<file path="src/hw/rtl/lphm_pkg.sv">
// ----------------------------------------------------------------------------
// lphm_pkg
// Shared constants for the link path health monitor: widths, the loss
// rate scale, register reset values and configuration register indexes.
// ----------------------------------------------------------------------------
package lphm_pkg;

  localparam int COUNTER_WIDTH   = 32;
  localparam int LATENCY_WIDTH   = 32;
  localparam int FIELD_WIDTH     = 32;
  localparam int RATE_WIDTH      = 15;
  localparam int CFG_INDEX_WIDTH = 2;

  localparam logic [RATE_WIDTH-1:0] RATE_SCALE    = 15'd25600;
  localparam logic [RATE_WIDTH-1:0] FAIL_RESET    = 15'd12800;
  localparam logic [RATE_WIDTH-1:0] DEGRADE_RESET = 15'd1280;

  localparam logic [CFG_INDEX_WIDTH-1:0] REG_FAIL_LOSS_LIMIT    = 2'd0;
  localparam logic [CFG_INDEX_WIDTH-1:0] REG_DEGRADE_LOSS_LIMIT = 2'd1;

endpackage

</file>
<file path="src/hw/rtl/link_path_health_monitor_core.sv">
// ----------------------------------------------------------------------------
// link_path_health_monitor_core
// Per-interval link report in, cumulative loss rate, latency average,
// peak, jitter, error total and link health out.
// ----------------------------------------------------------------------------
// usage:
//   item channel (item_valid / item_stall) takes one interval report a beat:
//   sent, received and error counts and a latency sample (zero = none).
//   result channel (result_valid / result_stall) returns one beat per report.
//   cfg channel (cfg_valid / cfg_ready, always ready) writes the fail and
//   degrade loss limits; write only while no report is in flight.
// processing:
//   an accepted report passes through the totals, the divider set-up,
//   18 steps of the shared loss-rate subtract unit (one per rate bit plus
//   one per set bit of 25600) once packets have been sent, the start of the
//   averages, for a latency sample two passes of the decimal digit unit
//   (each only on a nonzero average) with a step between them, and the load
//   of the result. item_stall stays high while a report is worked, so the
//   next report is taken only once the last has been loaded for output.
// reset:
//   rst clears all totals, averages and the peak, loads the limit defaults
//   and empties the result register.
// stall:
//   the result sits in its register under result_stall; the next report is
//   accepted and worked meanwhile and waits at its end until the register frees.
// ----------------------------------------------------------------------------
module link_path_health_monitor_core #(
  parameter int COUNTER_WIDTH = lphm_pkg::COUNTER_WIDTH,
  parameter int LATENCY_WIDTH = lphm_pkg::LATENCY_WIDTH
) (
  input  logic                                  clk,
  input  logic                                  rst,
  input  logic                                  item_valid,
  output logic                                  item_stall,
  input  logic [lphm_pkg::FIELD_WIDTH-1:0]      sent_count,
  input  logic [lphm_pkg::FIELD_WIDTH-1:0]      received_count,
  input  logic [lphm_pkg::FIELD_WIDTH-1:0]      error_count,
  input  logic [lphm_pkg::FIELD_WIDTH-1:0]      latency_sample,
  output logic                                  result_valid,
  input  logic                                  result_stall,
  output logic [lphm_pkg::RATE_WIDTH-1:0]       loss_rate,
  output logic [lphm_pkg::FIELD_WIDTH-1:0]      mean_latency,
  output logic [lphm_pkg::FIELD_WIDTH-1:0]      peak_latency,
  output logic [lphm_pkg::FIELD_WIDTH-1:0]      jitter_level,
  output logic [lphm_pkg::FIELD_WIDTH-1:0]      error_total,
  output logic                                  link_up,
  output logic                                  link_degraded,
  input  logic                                  cfg_valid,
  output logic                                  cfg_ready,
  input  logic [lphm_pkg::CFG_INDEX_WIDTH-1:0]  cfg_index,
  input  logic [lphm_pkg::RATE_WIDTH-1:0]       cfg_data
);

  localparam int CW  = COUNTER_WIDTH;
  localparam int LW  = LATENCY_WIDTH;
  localparam int FW  = lphm_pkg::FIELD_WIDTH;
  localparam int RW  = lphm_pkg::RATE_WIDTH;
  localparam int CXW = (CW > FW) ? CW : FW;
  localparam int LXW = (LW > FW) ? LW : FW;
  localparam int SW  = ((LW + 4 + 3) / 4) * 4;
  localparam int NIB_COUNT = SW / 4;
  localparam int NIB_W = (NIB_COUNT > 1) ? $clog2(NIB_COUNT) : 1;
  localparam int BIT_W = $clog2(RW);

  typedef enum logic [3:0] {
    S_IDLE,
    S_TOTAL,
    S_DIV_INIT,
    S_DIV,
    S_LAT,
    S_EMA_AVG,
    S_DEV,
    S_EMA_JIT,
    S_DONE
  } state_t;

  state_t state;

  logic [RW-1:0] fail_loss_limit;
  logic [RW-1:0] degrade_loss_limit;

  logic [CW-1:0] sent_total;
  logic [CW-1:0] received_total;
  logic [CW-1:0] lost_total;
  logic [CW-1:0] errors_total;
  logic [RW-1:0] held_loss_rate;
  logic [LW-1:0] average_latency;
  logic [LW-1:0] largest_latency;
  logic [LW-1:0] jitter_average;

  // latched report
  logic [CW-1:0] item_sent;
  logic [CW-1:0] item_recv;
  logic [CW-1:0] item_errs;
  logic [CW-1:0] item_lost;
  logic [LW-1:0] item_lat;

  // loss-rate unit
  logic [CW-1:0]    rem;
  logic [CW-1:0]    dv_a;
  logic [RW-1:0]    quo;
  logic [BIT_W-1:0] bit_idx;
  logic             dv_phase;

  // decimal digit unit
  logic [SW-1:0]    em_num;
  logic [SW-1:0]    em_quo;
  logic [3:0]       em_r;
  logic [NIB_W-1:0] em_cnt;

  function automatic logic [CW-1:0] clip_cnt(input logic [FW-1:0] v);
    logic [CXW-1:0] e;
    e = CXW'(v);
    clip_cnt = (e > CXW'({CW{1'b1}})) ? {CW{1'b1}} : e[CW-1:0];
  endfunction

  function automatic logic [LW-1:0] clip_lat(input logic [FW-1:0] v);
    logic [LXW-1:0] e;
    e = LXW'(v);
    clip_lat = (e > LXW'({LW{1'b1}})) ? {LW{1'b1}} : e[LW-1:0];
  endfunction

  function automatic logic [FW-1:0] cnt_out(input logic [CW-1:0] v);
    logic [CXW-1:0] e;
    e = CXW'(v);
    cnt_out = (e > CXW'({FW{1'b1}})) ? {FW{1'b1}} : e[FW-1:0];
  endfunction

  function automatic logic [FW-1:0] lat_out(input logic [LW-1:0] v);
    logic [LXW-1:0] e;
    e = LXW'(v);
    lat_out = (e > LXW'({FW{1'b1}})) ? {FW{1'b1}} : e[FW-1:0];
  endfunction

  function automatic logic [CW-1:0] sat_add(input logic [CW-1:0] a, input logic [CW-1:0] b);
    logic [CW:0] s;
    s = {1'b0, a} + {1'b0, b};
    sat_add = s[CW] ? {CW{1'b1}} : s[CW-1:0];
  endfunction

  function automatic logic [3:0] tenth_digit(input logic [7:0] t);
    logic [3:0] d;
    d = 4'd0;
    for (int k = 1; k < 16; k++) begin
      if (t >= 8'(10 * k)) d = 4'(k);
    end
    tenth_digit = d;
  endfunction

  function automatic logic [SW-1:0] ema_sum(input logic [LW-1:0] old, input logic [LW-1:0] x);
    ema_sum = (SW'(old) << 3) + SW'(old) + SW'(x);
  endfunction

  // loss-rate step
  logic [CW-1:0] dv_y;
  logic [CW-1:0] dv_d;
  logic          dv_hit;
  logic [CW-1:0] rem_next;
  logic [RW-1:0] dv_qbase;
  logic [RW-1:0] quo_next;
  logic [RW-1:0] rate_clip;

  always_comb begin
    dv_y      = dv_phase ? dv_a : rem;
    dv_d      = sent_total - dv_y;
    dv_hit    = (rem >= dv_d);
    rem_next  = dv_hit ? (rem - dv_d) : (rem + dv_y);
    dv_qbase  = dv_phase ? quo : {quo[RW-2:0], 1'b0};
    quo_next  = dv_qbase + RW'(dv_hit);
    rate_clip = (quo_next > lphm_pkg::RATE_SCALE) ? lphm_pkg::RATE_SCALE : quo_next;
  end

  // digit step
  logic [7:0]    em_t;
  logic [3:0]    em_digit;
  logic [7:0]    em_prod;
  logic [7:0]    em_diff;
  logic [SW-1:0] em_quo_next;

  always_comb begin
    em_t        = {em_r, em_num[SW-1 -: 4]};
    em_digit    = tenth_digit(em_t);
    em_prod     = (8'(em_digit) << 3) + (8'(em_digit) << 1);
    em_diff     = em_t - em_prod;
    em_quo_next = {em_quo[SW-5:0], em_digit};
  end

  logic [FW-1:0] lost_in;
  logic [LW-1:0] dev;
  logic          out_free;

  always_comb begin
    lost_in  = (received_count > sent_count) ? '0 : (sent_count - received_count);
    dev      = (item_lat > average_latency) ? (item_lat - average_latency)
                                            : (average_latency - item_lat);
    out_free = !result_valid || !result_stall;
  end

  assign item_stall = (state != S_IDLE);
  assign cfg_ready  = 1'b1;

  always_ff @(posedge clk) begin
    if (rst) begin
      state              <= S_IDLE;
      result_valid       <= 1'b0;
      fail_loss_limit    <= lphm_pkg::FAIL_RESET;
      degrade_loss_limit <= lphm_pkg::DEGRADE_RESET;
      sent_total         <= '0;
      received_total     <= '0;
      lost_total         <= '0;
      errors_total       <= '0;
      held_loss_rate     <= '0;
      average_latency    <= '0;
      largest_latency    <= '0;
      jitter_average     <= '0;
    end else begin
      if (cfg_valid) begin
        case (cfg_index)
          lphm_pkg::REG_FAIL_LOSS_LIMIT:    fail_loss_limit    <= cfg_data;
          lphm_pkg::REG_DEGRADE_LOSS_LIMIT: degrade_loss_limit <= cfg_data;
          default: ;
        endcase
      end

      if (state == S_DONE && out_free) result_valid <= 1'b1;
      else if (!result_stall)          result_valid <= 1'b0;

      case (state)
        S_IDLE: begin
          if (item_valid) begin
            item_sent <= clip_cnt(sent_count);
            item_recv <= clip_cnt(received_count);
            item_errs <= clip_cnt(error_count);
            item_lost <= clip_cnt(lost_in);
            item_lat  <= clip_lat(latency_sample);
            state     <= S_TOTAL;
          end
        end
        S_TOTAL: begin
          sent_total     <= sat_add(sent_total, item_sent);
          received_total <= sat_add(received_total, item_recv);
          lost_total     <= sat_add(lost_total, item_lost);
          errors_total   <= sat_add(errors_total, item_errs);
          state          <= S_DIV_INIT;
        end
        S_DIV_INIT: begin
          if (sent_total != '0) begin
            dv_a     <= (lost_total > sent_total) ? sent_total : lost_total;
            rem      <= '0;
            quo      <= '0;
            bit_idx  <= BIT_W'(RW - 1);
            dv_phase <= 1'b0;
            state    <= S_DIV;
          end else begin
            state <= S_LAT;
          end
        end
        S_DIV: begin
          rem <= rem_next;
          quo <= quo_next;
          if (!dv_phase && lphm_pkg::RATE_SCALE[bit_idx]) begin
            dv_phase <= 1'b1;
          end else if (bit_idx == '0) begin
            held_loss_rate <= rate_clip;
            state          <= S_LAT;
          end else begin
            bit_idx  <= bit_idx - 1'b1;
            dv_phase <= 1'b0;
          end
        end
        S_LAT: begin
          if (item_lat == '0) begin
            state <= S_DONE;
          end else begin
            if (item_lat > largest_latency) largest_latency <= item_lat;
            if (average_latency == '0) begin
              average_latency <= item_lat;
              state           <= S_DEV;
            end else begin
              em_num <= ema_sum(average_latency, item_lat);
              em_quo <= '0;
              em_r   <= '0;
              em_cnt <= NIB_W'(NIB_COUNT - 1);
              state  <= S_EMA_AVG;
            end
          end
        end
        S_EMA_AVG: begin
          em_num <= em_num << 4;
          em_quo <= em_quo_next;
          em_r   <= em_diff[3:0];
          em_cnt <= em_cnt - 1'b1;
          if (em_cnt == '0) begin
            average_latency <= em_quo_next[LW-1:0];
            state           <= S_DEV;
          end
        end
        S_DEV: begin
          if (jitter_average == '0) begin
            jitter_average <= dev;
            state          <= S_DONE;
          end else begin
            em_num <= ema_sum(jitter_average, dev);
            em_quo <= '0;
            em_r   <= '0;
            em_cnt <= NIB_W'(NIB_COUNT - 1);
            state  <= S_EMA_JIT;
          end
        end
        S_EMA_JIT: begin
          em_num <= em_num << 4;
          em_quo <= em_quo_next;
          em_r   <= em_diff[3:0];
          em_cnt <= em_cnt - 1'b1;
          if (em_cnt == '0) begin
            jitter_average <= em_quo_next[LW-1:0];
            state          <= S_DONE;
          end
        end
        S_DONE: begin
          if (out_free) begin
            loss_rate     <= held_loss_rate;
            mean_latency  <= lat_out(average_latency);
            peak_latency  <= lat_out(largest_latency);
            jitter_level  <= lat_out(jitter_average);
            error_total   <= cnt_out(errors_total);
            link_up       <= !(held_loss_rate > fail_loss_limit);
            link_degraded <= (held_loss_rate > fail_loss_limit)
                          || (held_loss_rate > degrade_loss_limit);
            state         <= S_IDLE;
          end
        end
        default: state <= S_IDLE;
      endcase
    end
  end

endmodule

</file>
<file path="config.mk">
export PLATFORM = sky130hd
export DESIGN_NAME = link_path_health_monitor_core
export DESIGN_NICKNAME = d
export VERILOG_FILES = /design/src/hw/rtl/lphm_pkg.sv /design/src/hw/rtl/link_path_health_monitor_core.sv
export SDC_FILE = /design/constraint.sdc
export NUM_CORES = 2
export LEC_CHECK = 0
export BUFFER_PORTS_ARGS = -buffer_cell sky130_fd_sc_hd__buf_4
export CAP_MARGIN = 10
export CORE_MARGIN = 5
export CORE_UTILIZATION = 50
export DETAILED_ROUTE_END_ITERATION = 8
export GPL_TIMING_DRIVEN = 0
export PLACE_DENSITY = 0.76
export SYNTH_ARGS = -nofsm -noshare
export SYNTH_HDL_FRONTEND = slang
export SYNTH_SLANG_ARGS = --single-unit
</file>
<file path="constraint.sdc">
create_clock -name clk -period 16 [get_ports clk]
set_input_delay 0.8 -clock clk [delete_from_list [all_inputs] [get_ports clk]]
set_output_delay 0.8 -clock clk [all_outputs]
set_load 0.05 [all_outputs]
</file>
==> run summary <==
==========================================================================================
Cell total after placement                                                            6368
Worst slew slack as a fraction of its limit                                          20.8%
Number of nets with antenna violations after routing                                     0
Fraction of layout cells with a size suffix above 1                                  11.4%
Sequential area share after synthesis                                                38.5%
DR vias                                                                              39200
Ports placed on the boundary                                                           298
Maximum number of pins on one net before global-route repair                            28
Met3 usage                                                                           8.04%
Seq pwr share                                                                        32.9%
Buffering stage count on the worst path with inverters included                         10
Setup repair after global routing missed its margin                                  false
Share of flip-flops with an asynchronous set or reset                                   0%
Sink count of the clock tree                                                           672
Buffer type at the clock tree root                                            sky130_fd_sc_hd__clkbuf_16
Number of flip-flops in the largest register                                            36
Post-CTS Repair Setup Buffers                                                            0
Relative contribution of combinational cells to total power                          39.1%
Power Density                                                                   123 mW/mm²
Quantity of hold-fixing buffers added after cts                                          0
Gr busiest metal                                                                      met2
Fin. Hold Viols                                                                          0
Skew-Pair Late Insertion Delay                                                     0.67 ns
Register with the most flip-flops                                                   em_num
Via count of the first global-routing pass                                           37200
Post-layout power                                                                  6.51 mW
H-tree levels                                                                            3
Average wire length per cell after detail routing                                  21.4 µm
Remaining design rule violation count                                                    0
# Max-Cap Violations                                                                     0
Number of setup violations in the final report                                           0
Number of distinct library cells after synthesis                                        93
End-of-flow core utilization                                                         57.7%
Layout net count                                                                      5938
Number of max-slew violations in the final report                                        0
Post-Syn Area per Cell                                                            9.51 µm²
Maximum fanout along the worst path                                                     10
DRC marker count from the first detailed-route iteration                              4069
Filler-free cell count of the finished design                                         6510
P&R area growth vs syn                                                               14.6%
Clock tree from TritonCTS                                                             done
Post-cts resize count                                                                    0
Placed cell area                                                                0.0503 mm²
Nature of the critical path endpoint                                             flip-flop
Total routed wirelength                                                          139000 µm
Number of synthesis warnings                                                             0
Total Neg Setup Slack                                                                 0 ns
Met1 routing resource usage after global routing                                     38.2%
Arrival time of data at the critical path endpoint                                11.81 ns
Detailed placement HPWL                                                          110000 µm
Detail-routed via count per cell                                                      6.02
Number of synthesized flops with an enable pin                                         429
DRT Pass-1 Iters                                                                         8
Final Hold Slack                                                                  0.311 ns
Proportion of power drawn by the clock network                                       28.0%
Leakage power                                                                      22.6 nW
Hold Crit Class                                                                  in -> reg
Worst vdd rail ir drop                                                           0.0981 mV
Global route overflow                                                                    0
Worst Setup Start Kind                                                           flip-flop
Total global-route track usage                                                       27.1%
Die Area                                                                        0.0984 mm²
Number of register bits inferred by synthesis                                          672
GRT met2 Usage                                                                       41.2%
Post-placement setup slack                                                         4.96 ns
Initial Utilization                                                                  50.3%
Die Y                                                                               314 µm
Max Root-Sink Buffers                                                                    3
Power spent charging and discharging nets                                          2.45 mW
Clock edge transition at the registers on the reported setup and hold paths        0.06 ns
Setup WS post-layout                                                               4.72 ns
Data required time at the worst endpoint                                          16.52 ns
Last weighted congestion value of the routability-driven placer                      0.990
Dominant delay contributor by cell family on the critical path                compound AO/OA/AOI/OAI gates
Cell at the slowest stage of the critical path                                sky130_fd_sc_hd__buf_1
Cell-internal power                                                                4.06 mW
Final worst-path cycle share                                                         70.5%
Synth Net Count                                                                       5526
Number of buffers inserted by port buffering                                           295
Count of standard-cell rows                                                            111
Initial antenna violation count                                                          3
Switching part of the total power                                                    37.6%
Time the worst path needs with I/O delays and setup                               11.28 ns
Number of buffers added by the clock tree synthesis step                                75
Post-route standard cell area excluding fillers                                 0.0529 mm²
Pin slew with the least headroom to its limit                                      1.19 ns
Floorplan core area                                                             0.0917 mm²
Chip width                                                                          314 µm
Worst path max stage delay                                                         0.75 ns
Post-synth design cell area                                                     0.0461 mm²
Synth Instances                                                                       4848
Result of the run                                                             finished clean
Wire length of the first global-routing pass                                     213000 µm
Setup Crit Path Kind                                                            reg -> reg
Peak clock frequency supported by timing                                          88.6 MHz
Top FF cell, synth                                                            sky130_fd_sc_hd__edfxtp_1
Clock skew                                                                       0.0364 ns
==========================================================================================
==> Yosys cell counts (87+ instances only) <==
library cell / instances / share of area (%)
sky130_fd_sc_hd__ha_1: 459 / 12
sky130_fd_sc_hd__xnor2_1: 164 / 3.1
sky130_fd_sc_hd__mux2i_1: 87 / 1.9
sky130_fd_sc_hd__clkbuf_1: 111 / 0.90
sky130_fd_sc_hd__xor2_1: 131 / 2.5
sky130_fd_sc_hd__nor2_1: 340 / 2.8
sky130_fd_sc_hd__edfxtp_1: 429 / 28
sky130_fd_sc_hd__a21o_1: 189 / 3.1
sky130_fd_sc_hd__a21oi_1: 478 / 5.2
sky130_fd_sc_hd__dfxtp_1: 243 / 11
sky130_fd_sc_hd__inv_1: 401 / 3.3
sky130_fd_sc_hd__nand2_1: 302 / 2.5
sky130_fd_sc_hd__o21ai_0: 326 / 3.5
==> cell families (layout without fill, tap and decap cells) <==
group / count (synthesis) / after routing / synth area share [%]
AOI/OAI and AO/OA: 1498 / 1498 / 20.7
xor gates and xnor gates: 295 / 295 / 5.60
adders and majority gates: 528 / 528 / 15.4
buffers and inverters: 574 / 1049 / 4.86
DFF: 672 / 672 / 38.5
muxes: 125 / 125 / 2.82
other: 1 / 2 / 0.00813
and+or+nand+nor: 1155 / 1155 / 12.1
==> layout make-up <==
cell class / instances / area (µm²)
multi-input combinational: 3602 / 26200
sequential: 672 / 17700
timing repair buffer: 335 / 2640
clock buffer: 103 / 2170
antenna: 1 / 2.50
inverter: 404 / 1520
fill: 7854 / 38800
buffer: 170 / 724
tap: 1186 / 1480
clock inverter: 37 / 417
==> per-layer routing <==
layer,share of wire (%),vias to the layer above
li1,-,18600
met1,44,18600
met2,43,1759
met3,11,219
met4,2.6,4
met5,0.089,-
==> cell usage in the layout (no fill, tap or decap), drive strengths merged, types with 17 or more instances in the layout <==
master / Yosys / final
nand2b: 58 / 58
nand3: 68 / 68
xor2: 131 / 131
a21oi: 483 / 483
a221oi: 42 / 42
o21ai: 337 / 337
a211oi: 64 / 64
inv: 402 / 407
edfxtp: 429 / 429
o21a: 51 / 51
nand4: 59 / 59
mux2: 38 / 38
fa: 69 / 69
clkbuf: 111 / 215
and2: 30 / 30
or3: 18 / 18
ha: 459 / 459
nor4: 47 / 47
a21o: 189 / 189
mux2i: 87 / 87
o211ai: 36 / 36
o21bai: 38 / 38
dfxtp: 243 / 243
nor2b: 51 / 51
nor2: 340 / 340
a311oi: 36 / 36
clkinv: 2 / 25
nand2: 302 / 302
a22oi: 22 / 22
a22o: 17 / 17
a31oi: 38 / 38
buf: 59 / 393
xnor2: 164 / 164
and3: 63 / 63
nor3: 65 / 65
==> power by group through the flow <==
stage / Combinational [mW] / Sequential (mW) / Clock [mW]
after floorplan: 1.89 / 2.12 / 0
after global placement: 2.42 / 2.19 / 0
after detailed placement: 2.48 / 2.17 / 0
after CTS: 2.51 / 2.14 / 1.83
after global routing: 2.81 / 2.16 / 1.91
final: 2.55 / 2.14 / 1.82
==> worst paths after layout <==
| path | start | endpoint | slack (ns) | depth (start not counted) |
|---|---|---|---|---|
| worst max-delay path | dv_phase | held_loss_rate[4] | 4.72 | 45 |
| worst min-delay path | error_count[15] | item_errs[15] | 0.31 | 1 |
| worst max register to register | dv_phase | held_loss_rate[4] | 4.72 | 45 |
| worst min register to register | degrade_loss_limit[9] | degrade_loss_limit[9] | 0.45 | 2 |
No activity file was read; power rests on OpenSTA's default activity.
